`src/svu_pkg.sv`:
```
// Package for the signal vector unit: command codes, configuration indices, beat structs and fixed constants.
// No dependencies; the top level and the checker use it.
package svu_pkg;

  typedef enum logic [3:0] {
    CMD_FILL     = 4'd0,
    CMD_DIVIDE   = 4'd1,
    CMD_CORRECT  = 4'd2,
    CMD_REMOVE   = 4'd3,
    CMD_QUERY    = 4'd4,
    CMD_ADD      = 4'd5,
    CMD_MIN      = 4'd6,
    CMD_MAX      = 4'd7,
    CMD_DIST     = 4'd8,
    CMD_DIST_MSK = 4'd9,
    CMD_DISJOINT = 4'd10
  } cmd_e;

  typedef enum logic [1:0] {
    CFG_QUAD = 2'd0,
    CFG_LIN  = 2'd1,
    CFG_OFF  = 2'd2
  } cfg_e;

  localparam int COEF_BITS   = 32;
  localparam int MUL_A_BITS  = 33;
  localparam int OPND_BITS   = 16;
  localparam int DIST_BITS   = 36;
  localparam int CLAMP_HIGH  = 255;
  localparam logic [DIST_BITS-1:0] DIST_MAX = {DIST_BITS{1'b1}};
  localparam logic [COEF_BITS-1:0] LIN_RESET = 32'h0001_0000;

  typedef struct packed {
    logic [3:0]           command;
    logic [3:0]           ap_index;
    logic [OPND_BITS-1:0] operand;
    logic                 last;
  } item_t;

  typedef struct packed {
    logic                 done_res;
    logic [DIST_BITS-1:0] distance;
    logic [4:0]           visible_count;
    logic                 any_visible;
    logic                 disjoint;
    logic                 divide_error;
  } result_t;

endpackage

```
`src/svu_mul.sv`:
```
// Shared signed multiplier of the signal vector unit, with a registered product.
// Depends on nothing but its parameters.
module svu_mul #(
  parameter int AW = 33,
  parameter int BW = 17
) (
  input  logic                 clk,
  input  logic signed [AW-1:0] a,
  input  logic signed [BW-1:0] b,
  output logic signed [AW+BW-1:0] p
);

  always_ff @(posedge clk) begin
    p <= a * b;
  end

endmodule

```
`src/svu_div.sv`:
```
// Restoring divider of the signal vector unit: one quotient bit per cycle.
// Depends on nothing but its parameters.
module svu_div #(
  parameter int DW = 16,
  parameter int VW = 16
) (
  input  logic          clk,
  input  logic          rst,
  input  logic          start,
  input  logic [DW-1:0] dividend,
  input  logic [VW-1:0] divisor,
  output logic          done,
  output logic [DW-1:0] quotient
);

  localparam int CW = $clog2(DW + 1);

  logic [VW:0]   rem;
  logic [VW-1:0] dvs;
  logic [CW-1:0] cnt;
  logic          busy;
  logic [VW:0]   shifted;
  logic          take;

  assign shifted = {rem[VW-1:0], quotient[DW-1]};
  assign take    = shifted >= {1'b0, dvs};

  always_ff @(posedge clk) begin
    if (rst) begin
      busy <= 1'b0;
      done <= 1'b0;
      cnt  <= '0;
    end else begin
      done <= 1'b0;
      if (start) begin
        busy     <= 1'b1;
        cnt      <= CW'(DW);
        rem      <= '0;
        dvs      <= divisor;
        quotient <= dividend;
      end else if (busy) begin
        rem      <= take ? shifted - {1'b0, dvs} : shifted;
        quotient <= {quotient[DW-2:0], take};
        cnt      <= cnt - 1'b1;
        if (cnt == CW'(1)) begin
          busy <= 1'b0;
          done <= 1'b1;
        end
      end
    end
  end

endmodule

```
`src/signal_vector_unit.sv`:
```
// Top level of the signal vector unit: entry vector, sequencer and result register.
// Depends on svu_pkg, svu_mul and svu_div.
//
// Usage. Items arrive on the in channel (in_valid, in_ready, in_item) and each one
// yields exactly one result beat on the out channel (out_valid, out_ready,
// out_result). Correction coefficients are written on the cfg channel, which is
// always ready; write them only while the block is idle.
// The block takes one item at a time and is not ready while the sequencer works
// on it. For fill, divide, correct and remove the sequencer walks the vector
// one entry at a time, correct through the shared multiplier and divide through
// the bit-serial divider.
// The result sits in an output register; the next item is accepted while it
// waits, and a stalled receiver holds the block only at the end of that item.
// Reset clears the vector, the distance accumulator and the result register,
// sets the disjoint flag and loads the coefficient reset values.
module signal_vector_unit #(
  parameter int NUM_ENTRIES = 16,
  parameter int ENTRY_BITS  = 16
) (
  input  logic           clk,
  input  logic           rst,
  input  logic           in_valid,
  output logic           in_ready,
  input  svu_pkg::item_t in_item,
  output logic           out_valid,
  input  logic           out_ready,
  output svu_pkg::result_t out_result,
  input  logic           cfg_valid,
  output logic           cfg_ready,
  input  logic [1:0]     cfg_index,
  input  logic [31:0]    cfg_data
);
  import svu_pkg::*;

  localparam int IW = (NUM_ENTRIES > 1) ? $clog2(NUM_ENTRIES) : 1;
  localparam int OW = (ENTRY_BITS > OPND_BITS) ? ENTRY_BITS : OPND_BITS;
  localparam int VB = OW + 1;
  localparam int PW = MUL_A_BITS + VB;
  localparam logic [IW-1:0] LAST_PTR = IW'(NUM_ENTRIES - 1);
  localparam logic [OW-1:0] ENTRY_MAX = OW'({ENTRY_BITS{1'b1}});

  typedef enum logic [12:0] {
    S_IDLE     = 13'b0000000000001,
    S_START    = 13'b0000000000010,
    S_FILL     = 13'b0000000000100,
    S_DIV_GO   = 13'b0000000001000,
    S_DIV_WAIT = 13'b0000000010000,
    S_COR_A    = 13'b0000000100000,
    S_COR_B    = 13'b0000001000000,
    S_COR_C    = 13'b0000010000000,
    S_REM_RD   = 13'b0000100000000,
    S_REM_WR   = 13'b0001000000000,
    S_ELEM     = 13'b0010000000000,
    S_DIST     = 13'b0100000000000,
    S_FINISH   = 13'b1000000000000
  } state_t;

  state_t state;

  // Entry vector and its nonzero bits.
  logic [ENTRY_BITS-1:0] ent [NUM_ENTRIES];
  logic [NUM_ENTRIES-1:0] nz;

  // Latched item.
  logic [3:0]           cmd;
  logic [3:0]           idx;
  logic [OPND_BITS-1:0] opd;
  logic                 lst;
  logic                 idx_ok;

  logic [IW-1:0]         ptr;
  logic [ENTRY_BITS-1:0] hold;
  logic                  cur_nz;
  logic                  div_err;
  logic [DIST_BITS-1:0]  accum;
  logic                  disj_flag;

  logic signed [COEF_BITS-1:0] corr_quad, corr_lin, corr_off;

  // Read port, one address a cycle.
  logic [IW-1:0]         rd_addr;
  logic [ENTRY_BITS-1:0] rd;

  // Write port.
  logic                  we;
  logic [IW-1:0]         waddr;
  logic [ENTRY_BITS-1:0] wdata;

  logic [IW+3:0] idx_ext;
  logic [OW-1:0] opd_w, cur_w, opd_sat, dif;
  logic [OW:0]   add_sum;
  logic [ENTRY_BITS-1:0] cur;

  logic signed [MUL_A_BITS-1:0] mul_a;
  logic signed [VB-1:0]         mul_b;
  logic signed [PW-1:0]         prod;

  logic signed [PW:0] t_val, v_val;
  logic               t_ok;
  logic [PW:0]        dsum;
  logic [6:0]         cnt_all;

  logic                  div_start, div_done;
  logic [ENTRY_BITS-1:0] div_q;

  assign in_ready  = (state == S_IDLE);
  assign cfg_ready = 1'b1;
  assign idx_ext   = {{IW{1'b0}}, idx};
  assign rd        = ent[rd_addr];
  assign cur       = idx_ok ? rd : '0;
  assign opd_w     = OW'(opd);
  assign cur_w     = OW'(cur);
  assign opd_sat   = (opd_w > ENTRY_MAX) ? ENTRY_MAX : opd_w;
  assign add_sum   = {1'b0, cur_w} + {1'b0, opd_w};
  assign dif       = (cur_w > opd_w) ? cur_w - opd_w : opd_w - cur_w;
  assign t_val     = $signed({prod[PW-1], prod}) + (PW+1)'(corr_lin);
  assign v_val     = $signed({prod[PW-1], prod}) + (PW+1)'(corr_off);
  // The linear term lands in range only when it fits 33 signed bits; beyond that
  // the sign alone decides between zero and the clamp value.
  assign t_ok      = (&t_val[PW:32]) | ~(|t_val[PW:32]);
  assign dsum      = (PW+1)'(accum) + {1'b0, prod};
  assign cnt_all   = 7'($countones(nz));

  always_comb begin
    rd_addr = ptr;
    if (state == S_REM_RD) begin
      rd_addr = ptr + 1'b1;
    end
  end

  always_comb begin
    mul_a = '0;
    mul_b = $signed(VB'(rd));
    case (state)
      S_COR_A: mul_a = MUL_A_BITS'(corr_quad);
      S_COR_B: mul_a = t_val[MUL_A_BITS-1:0];
      S_ELEM: begin
        mul_a = $signed(MUL_A_BITS'(dif));
        mul_b = $signed(VB'(dif));
      end
      default: mul_a = '0;
    endcase
  end

  always_comb begin
    we    = 1'b0;
    waddr = ptr;
    wdata = '0;
    div_start = (state == S_DIV_GO);
    case (state)
      S_FILL: begin
        we    = 1'b1;
        wdata = opd_sat[ENTRY_BITS-1:0];
      end
      S_DIV_WAIT: begin
        we    = div_done;
        wdata = div_q;
      end
      S_COR_B: begin
        we    = !t_ok;
        wdata = t_val[PW] ? '0 : ENTRY_BITS'(CLAMP_HIGH);
      end
      S_COR_C: begin
        we = 1'b1;
        if (v_val[PW]) begin
          wdata = '0;
        end else if (|v_val[PW:24]) begin
          wdata = ENTRY_BITS'(CLAMP_HIGH);
        end else begin
          wdata = ENTRY_BITS'(v_val[23:16]);
        end
      end
      S_REM_RD: begin
        we    = (ptr == LAST_PTR);
        wdata = '0;
      end
      S_REM_WR: begin
        we    = 1'b1;
        wdata = hold;
      end
      S_ELEM: begin
        if (idx_ok) begin
          case (cmd)
            CMD_ADD: begin
              we    = 1'b1;
              wdata = (add_sum > {1'b0, ENTRY_MAX}) ? ENTRY_MAX[ENTRY_BITS-1:0]
                                                     : add_sum[ENTRY_BITS-1:0];
            end
            CMD_MIN: begin
              we    = opd_w < cur_w;
              wdata = opd_w[ENTRY_BITS-1:0];
            end
            CMD_MAX: begin
              we    = opd_sat > cur_w;
              wdata = opd_sat[ENTRY_BITS-1:0];
            end
            default: we = 1'b0;
          endcase
        end
      end
      default: we = 1'b0;
    endcase
  end

  svu_mul #(.AW(MUL_A_BITS), .BW(VB)) u_mul (
    .clk (clk),
    .a   (mul_a),
    .b   (mul_b),
    .p   (prod)
  );

  svu_div #(.DW(ENTRY_BITS), .VW(OPND_BITS)) u_div (
    .clk      (clk),
    .rst      (rst),
    .start    (div_start),
    .dividend (rd),
    .divisor  (opd),
    .done     (div_done),
    .quotient (div_q)
  );

  // Configuration registers.
  always_ff @(posedge clk) begin
    if (rst) begin
      corr_quad <= '0;
      corr_lin  <= LIN_RESET;
      corr_off  <= '0;
    end else if (cfg_valid) begin
      case (cfg_index)
        CFG_QUAD: corr_quad <= cfg_data;
        CFG_LIN:  corr_lin  <= cfg_data;
        CFG_OFF:  corr_off  <= cfg_data;
        default:  corr_off  <= corr_off;
      endcase
    end
  end

  // Entry storage.
  always_ff @(posedge clk) begin
    if (rst) begin
      for (int i = 0; i < NUM_ENTRIES; i++) begin
        ent[i] <= '0;
      end
      nz <= '0;
    end else if (we) begin
      ent[waddr] <= wdata;
      nz[waddr]  <= |wdata;
    end
  end

  // Sequencer.
  always_ff @(posedge clk) begin
    if (rst) begin
      state      <= S_IDLE;
      out_valid  <= 1'b0;
      out_result <= '0;
      accum      <= '0;
      disj_flag  <= 1'b1;
      ptr        <= '0;
    end else begin
      // In the finish state a taken beat is replaced by the next one below.
      if (out_valid && out_ready && state != S_FINISH) begin
        out_valid <= 1'b0;
      end
      case (state)
        S_IDLE: begin
          if (in_valid) begin
            cmd     <= in_item.command;
            idx     <= in_item.ap_index;
            opd     <= in_item.operand;
            lst     <= in_item.last;
            idx_ok  <= {28'd0, in_item.ap_index} < 32'(NUM_ENTRIES);
            div_err <= 1'b0;
            state   <= S_START;
          end
        end
        S_START: begin
          ptr   <= '0;
          state <= S_FINISH;
          case (cmd)
            CMD_FILL:    state <= S_FILL;
            CMD_DIVIDE: begin
              if (opd == '0) begin
                div_err <= 1'b1;
              end else begin
                state <= S_DIV_GO;
              end
            end
            CMD_CORRECT: state <= S_COR_A;
            CMD_REMOVE: begin
              if (idx_ok) begin
                ptr   <= idx_ext[IW-1:0];
                state <= S_REM_RD;
              end
            end
            CMD_QUERY:   state <= S_FINISH;
            CMD_ADD, CMD_MIN, CMD_MAX, CMD_DIST, CMD_DIST_MSK, CMD_DISJOINT: begin
              ptr   <= idx_ext[IW-1:0];
              state <= S_ELEM;
            end
            default:     state <= S_FINISH;
          endcase
        end
        S_FILL: begin
          ptr <= ptr + 1'b1;
          if (ptr == LAST_PTR) begin
            state <= S_FINISH;
          end
        end
        S_DIV_GO: state <= S_DIV_WAIT;
        S_DIV_WAIT: begin
          if (div_done) begin
            ptr   <= ptr + 1'b1;
            state <= (ptr == LAST_PTR) ? S_FINISH : S_DIV_GO;
          end
        end
        S_COR_A: begin
          if (rd == '0) begin
            ptr   <= ptr + 1'b1;
            state <= (ptr == LAST_PTR) ? S_FINISH : S_COR_A;
          end else begin
            state <= S_COR_B;
          end
        end
        S_COR_B: begin
          if (t_ok) begin
            state <= S_COR_C;
          end else begin
            ptr   <= ptr + 1'b1;
            state <= (ptr == LAST_PTR) ? S_FINISH : S_COR_A;
          end
        end
        S_COR_C: begin
          ptr   <= ptr + 1'b1;
          state <= (ptr == LAST_PTR) ? S_FINISH : S_COR_A;
        end
        S_REM_RD: begin
          if (ptr == LAST_PTR) begin
            state <= S_FINISH;
          end else begin
            hold  <= rd;
            state <= S_REM_WR;
          end
        end
        S_REM_WR: begin
          ptr   <= ptr + 1'b1;
          state <= S_REM_RD;
        end
        S_ELEM: begin
          cur_nz <= (cur != '0);
          state  <= S_FINISH;
          if (cmd == CMD_DIST || cmd == CMD_DIST_MSK) begin
            state <= S_DIST;
          end
          if (cmd == CMD_DISJOINT && cur != '0 && opd != '0) begin
            disj_flag <= 1'b0;
          end
        end
        S_DIST: begin
          if (cmd == CMD_DIST || cur_nz) begin
            accum <= (dsum > (PW+1)'(DIST_MAX)) ? DIST_MAX : dsum[DIST_BITS-1:0];
          end
          state <= S_FINISH;
        end
        S_FINISH: begin
          if (!out_valid || out_ready) begin
            out_valid <= 1'b1;
            out_result.done_res <= (cmd <= CMD_QUERY) ? 1'b1
                                 : (cmd <= CMD_DISJOINT) ? lst : 1'b0;
            out_result.distance <= (cmd == CMD_DIST || cmd == CMD_DIST_MSK) ? accum : '0;
            out_result.visible_count <= (cnt_all > 7'd31) ? 5'd31 : cnt_all[4:0];
            out_result.any_visible   <= |nz;
            out_result.disjoint      <= (cmd == CMD_DISJOINT) ? disj_flag : 1'b0;
            out_result.divide_error  <= div_err;
            // A last element beat closes the run.
            if (cmd >= CMD_ADD && cmd <= CMD_DISJOINT && lst) begin
              accum     <= '0;
              disj_flag <= 1'b1;
            end
            state <= S_IDLE;
          end
        end
        default: state <= S_IDLE;
      endcase
    end
  end

endmodule

```
`config.mk`:
```
export PLATFORM = sky130hd
export DESIGN_NAME = signal_vector_unit
export DESIGN_NICKNAME = d
export VERILOG_FILES = /design/src/svu_pkg.sv /design/src/svu_mul.sv /design/src/svu_div.sv /design/src/signal_vector_unit.sv
export SDC_FILE = /design/constraint.sdc
export NUM_CORES = 2
export LEC_CHECK = 0
export BUFFER_PORTS_ARGS = -buffer_cell sky130_fd_sc_hd__buf_2
export CAP_MARGIN = 20
export CORE_MARGIN = 5
export CORE_UTILIZATION = 50
export CTS_CLUSTER_SIZE = 25
export DETAILED_ROUTE_END_ITERATION = 12
export MAX_ROUTING_LAYER = met4
export PLACE_DENSITY = 0.78
export SLEW_MARGIN = 15
export SYNTH_ARGS = -nofsm -noshare
export SYNTH_HDL_FRONTEND = slang
export SYNTH_SLANG_ARGS = --single-unit
```
`constraint.sdc`:
```
create_clock -name clk -period 14.55 [get_ports clk]
set_input_delay 1.455 -clock clk [delete_from_list [all_inputs] [get_ports clk]]
set_output_delay 1.455 -clock clk [all_outputs]
set_load 0.05 [all_outputs]
```
==> impl_metrics.csv <==
group,metric,value,unit
finish,finalNonFillerCells,8118,
yosys,syn-num-nets,7501,
routing,ant_nets,0,
yosys,async_flop_share,0,%
yosys,syn-cell-area,57900,sq um
cts,cts_tree,"yes",
die,initial_core_util,50.5,%
yosys,yosys_warnings,0,
sta,setup_ws,0.569,ns
sta,max_slew_margin,22.4,%
critical_path,start_kind,"flop",
routing,drt_pass1_iterations,12,
die,die_y,350,microns
finish,syn2layout_area_growth,7.87,%
routing,drt_iter0_markers,5969,
finish,fin_util,54.4,%
hold_path,holdCritPathClass,"reg -> reg",
routing,finalWirelength,191000,microns
die,io_pins,112,
status,outcome,"complete, no violations",
critical_path,path_max_fanout,54,
place,post-place-ws,0.417,ns
yosys,synth_edf_count,347,
global_routing,gr-usage-all-layers,31.3,%
finish,drive_above_1_share,7.58,%
sta,post-route-period-util,96.1,%
critical_path,cpMaxStageDelayCell,"or4_1",
sta,fmax,71.5,MHz
die,num_rows,124,
sta,setup-violations-final,0,
yosys,synth.avg_cell_area,8.78,sq um
die,die_area,123000,sq um
global_routing,grt_pass1_vias,49857,
yosys,synth.most_common_cell,"nand2_1",
yosys,synth_top_area_cell,"edfxtp_1",
global_routing,grt_max_degree,81,
sta,rsz0062_at_grt,"no",
routing,vias,50994,
routing,drc,0,
sta,tightest_slew,1.16,ns
sta,timing.setup.tns,0,ns
place,hpwlAfterDp,145000,microns
finish,fin_area,62400,sq um
cts,clockRootBuffer,"clkbuf_16",
die,die_w,350,microns
yosys,synth_top_area_share,18.0,%
routing,wl_per_cell,23.5,microns
pwr,vdd_drop_max,0.0743,mV
run,drv_cap,0,
cts,cts_max_level,3,
yosys,syn_inst,6587,
place,dp.cells,7986,
finish,nets,7462,
sta,hold_violations,0,
yosys,ys_top_cells_by_area,"edfxtp_1, fa_1, dfxtp_1, ha_1, nand2_1",
pwr,powerDensity,68.4,nW/um^2
global_routing,grt_overflow,0,
place,place_area,60000,sq um
cts,cts-buffers-inserted,66,
critical_path,path_common_cell,"fa_1",
die,placeableCoreArea,115000,sq um
yosys,yosys.cell_types.count,114,
finish,fillers,10168,
yosys,synth_flop_cell,"edfxtp_1",
finish,final-seq-area,15800,sq um
sta,slew_violations,0,
place,gp_congestion,1.03,
cts,insertion_delay,0.64,ns
yosys,synthTopCellsByCount,"nand2_1, inv_1, nor2_1",
cts,clockBufferDepth,3,
sta,finalCriticalPeriod,13.98,ns
critical_path,critPathKind,"reg -> reg",
critical_path,critPathMaxStageDelay,0.77,ns
global_routing,grt_pass1_wl,292000,microns
yosys,synth-seq-cells,616,
critical_path,regToRegSetupSlack,0.57,ns
finish,multi_input_area,37900,sq um
critical_path,worstPathRequired,15.09,ns
yosys,ys_seq_area_share,27.3,%
sta,skew,0.0509,ns
cts,path_clk_slew,0.07,ns
critical_path,arrival,14.52,ns
place,port_buffers,110,
global_routing,antenna_found_initial,9,
routing,avgViaCountPerCell,6.28,
pwr,leakage,0.0262,uW
critical_path,end_kind,"flop",
cts,cts.sinks,616,
## routing by layer
| metal | vias to the layer above | GRT usage (%) | part of all wire (%) |
|---|---|---|---|
| met5 | - | - | 0 |
| met4 | 0 | 11.8 | 4.5 |
| met3 | 555 | 7.27 | 12 |
| met2 | 3042 | 46.9 | 44 |
| met1 | 24819 | 41.5 | 40 |
| li1 | 22578 | - | - |
## worst max-delay path, delay by kind of cell (launching register included)
family          cells  cell delay [ns]
compound gates     23             6.01
xor+xnor            1             0.14
fa+ha+maj           8             3.82
buf+inv             8             1.18
flops               1             0.39
simple gates        8             2.30
## power breakdown
| part | leakage (uW) | internal (uW) | switching (uW) | total [uW] |
|---|---|---|---|---|
| registers | 0.00564 | 1870 | 34.8 | 1910 |
| clock network | 0.00111 | 1020 | 766 | 1780 |
| logic | 0.0195 | 175 | 402 | 577 |
| total | 0.0262 | 3070 | 1200 | 4270 |
## area by class of cell
cell class	instances	share of cell area (%)
clock buffers	92	3.03
well taps	1512	3.03
clock inverters	26	0.643
flip-flops and latches	616	25.3
inverters	775	4.66
repair buffers	246	2.60
diodes	8	0.0321
multi-input cells	4843	60.7
## registers in the layout, summed over array words and instances (netlist names), 4 cells and up
| signal | flops |
|---|---|
| corr_off | 32 |
| u_mul.p | 50 |
| u_div.dvs | 16 |
| u_div.rem | 16 |
| ent | 256 |
| nz | 16 |
| opd | 16 |
| ptr | 4 |
| accum | 36 |
| idx | 4 |
| cmd | 4 |
| out_result | 45 |
| corr_quad | 32 |
| state | 13 |
| u_div.cnt | 5 |
| u_div.quotient | 16 |
| corr_lin | 32 |
| hold | 16 |
## path summary, 6_finish.rpt
kind,startpoint,cells past startpoint,to
worst min-delay path,out_result[31],2,out_result[31]
worst max register to register,state[3],48,u_mul.p[48]
worst min register to register,out_result[31],2,out_result[31]
worst max-delay path,state[3],48,u_mul.p[48]
## what timing repair did
action,CTS,global route
gates resized for setup,0,14
buffers inserted,0,2
setup endpoints to repair,0,6
hold buffers,0,0
## layout by cell type, fill, tap and decap left out, types with 17 or more instances in the layout
cell       count
buf_4        131
o31ai_1       17
o21ai_0      206
a222oi_1      31
a21o_1       118
mux2i_1      103
and4_1        19
nor2b_1       82
nor4_1        35
fa_1         519
edfxtp_1     347
a211oi_1      40
ha_1         329
nand3_1      131
mux2_2        31
buf_2        109
o21bai_1      46
nor3_1       110
o21ai_1       28
o32ai_1       50
nand2_1      886
o211ai_1      24
a21oi_1      449
o22ai_1       76
xnor2_1      125
and3_1        38
o21a_1        34
a221o_1       18
a31oi_1       30
clkbuf_16     67
nor2_1       540
a2111oi_0     20
nand2b_1      41
or3_1         30
nand4_1       78
inv_1        773
xor2_1        41
dfxtp_1      269
and2_1       112
a22oi_1       56
## metrics by stage
step	total power, uW	hold WS, ns
global route	4380	0.461
finish	4270	0.445
floorplan	2280	0.436
detailed placement	2490	0.444
CTS	4250	0.449
global placement	2490	0.437
## cell families after synthesis
logic type	count (synthesis)	synth area share [%]
other	1	0.00648
flip-flops	616	27.3
multiplexers	147	2.80
AO/OA/AOI/OAI	1459	16.8
adder cells (fa/ha/maj)	850	25.1
XOR/XNOR	168	2.56
buffers and inverters	1129	7.60
AND/OR/NAND/NOR	2217	17.8
No activity file was read; power rests on OpenSTA's default activity.
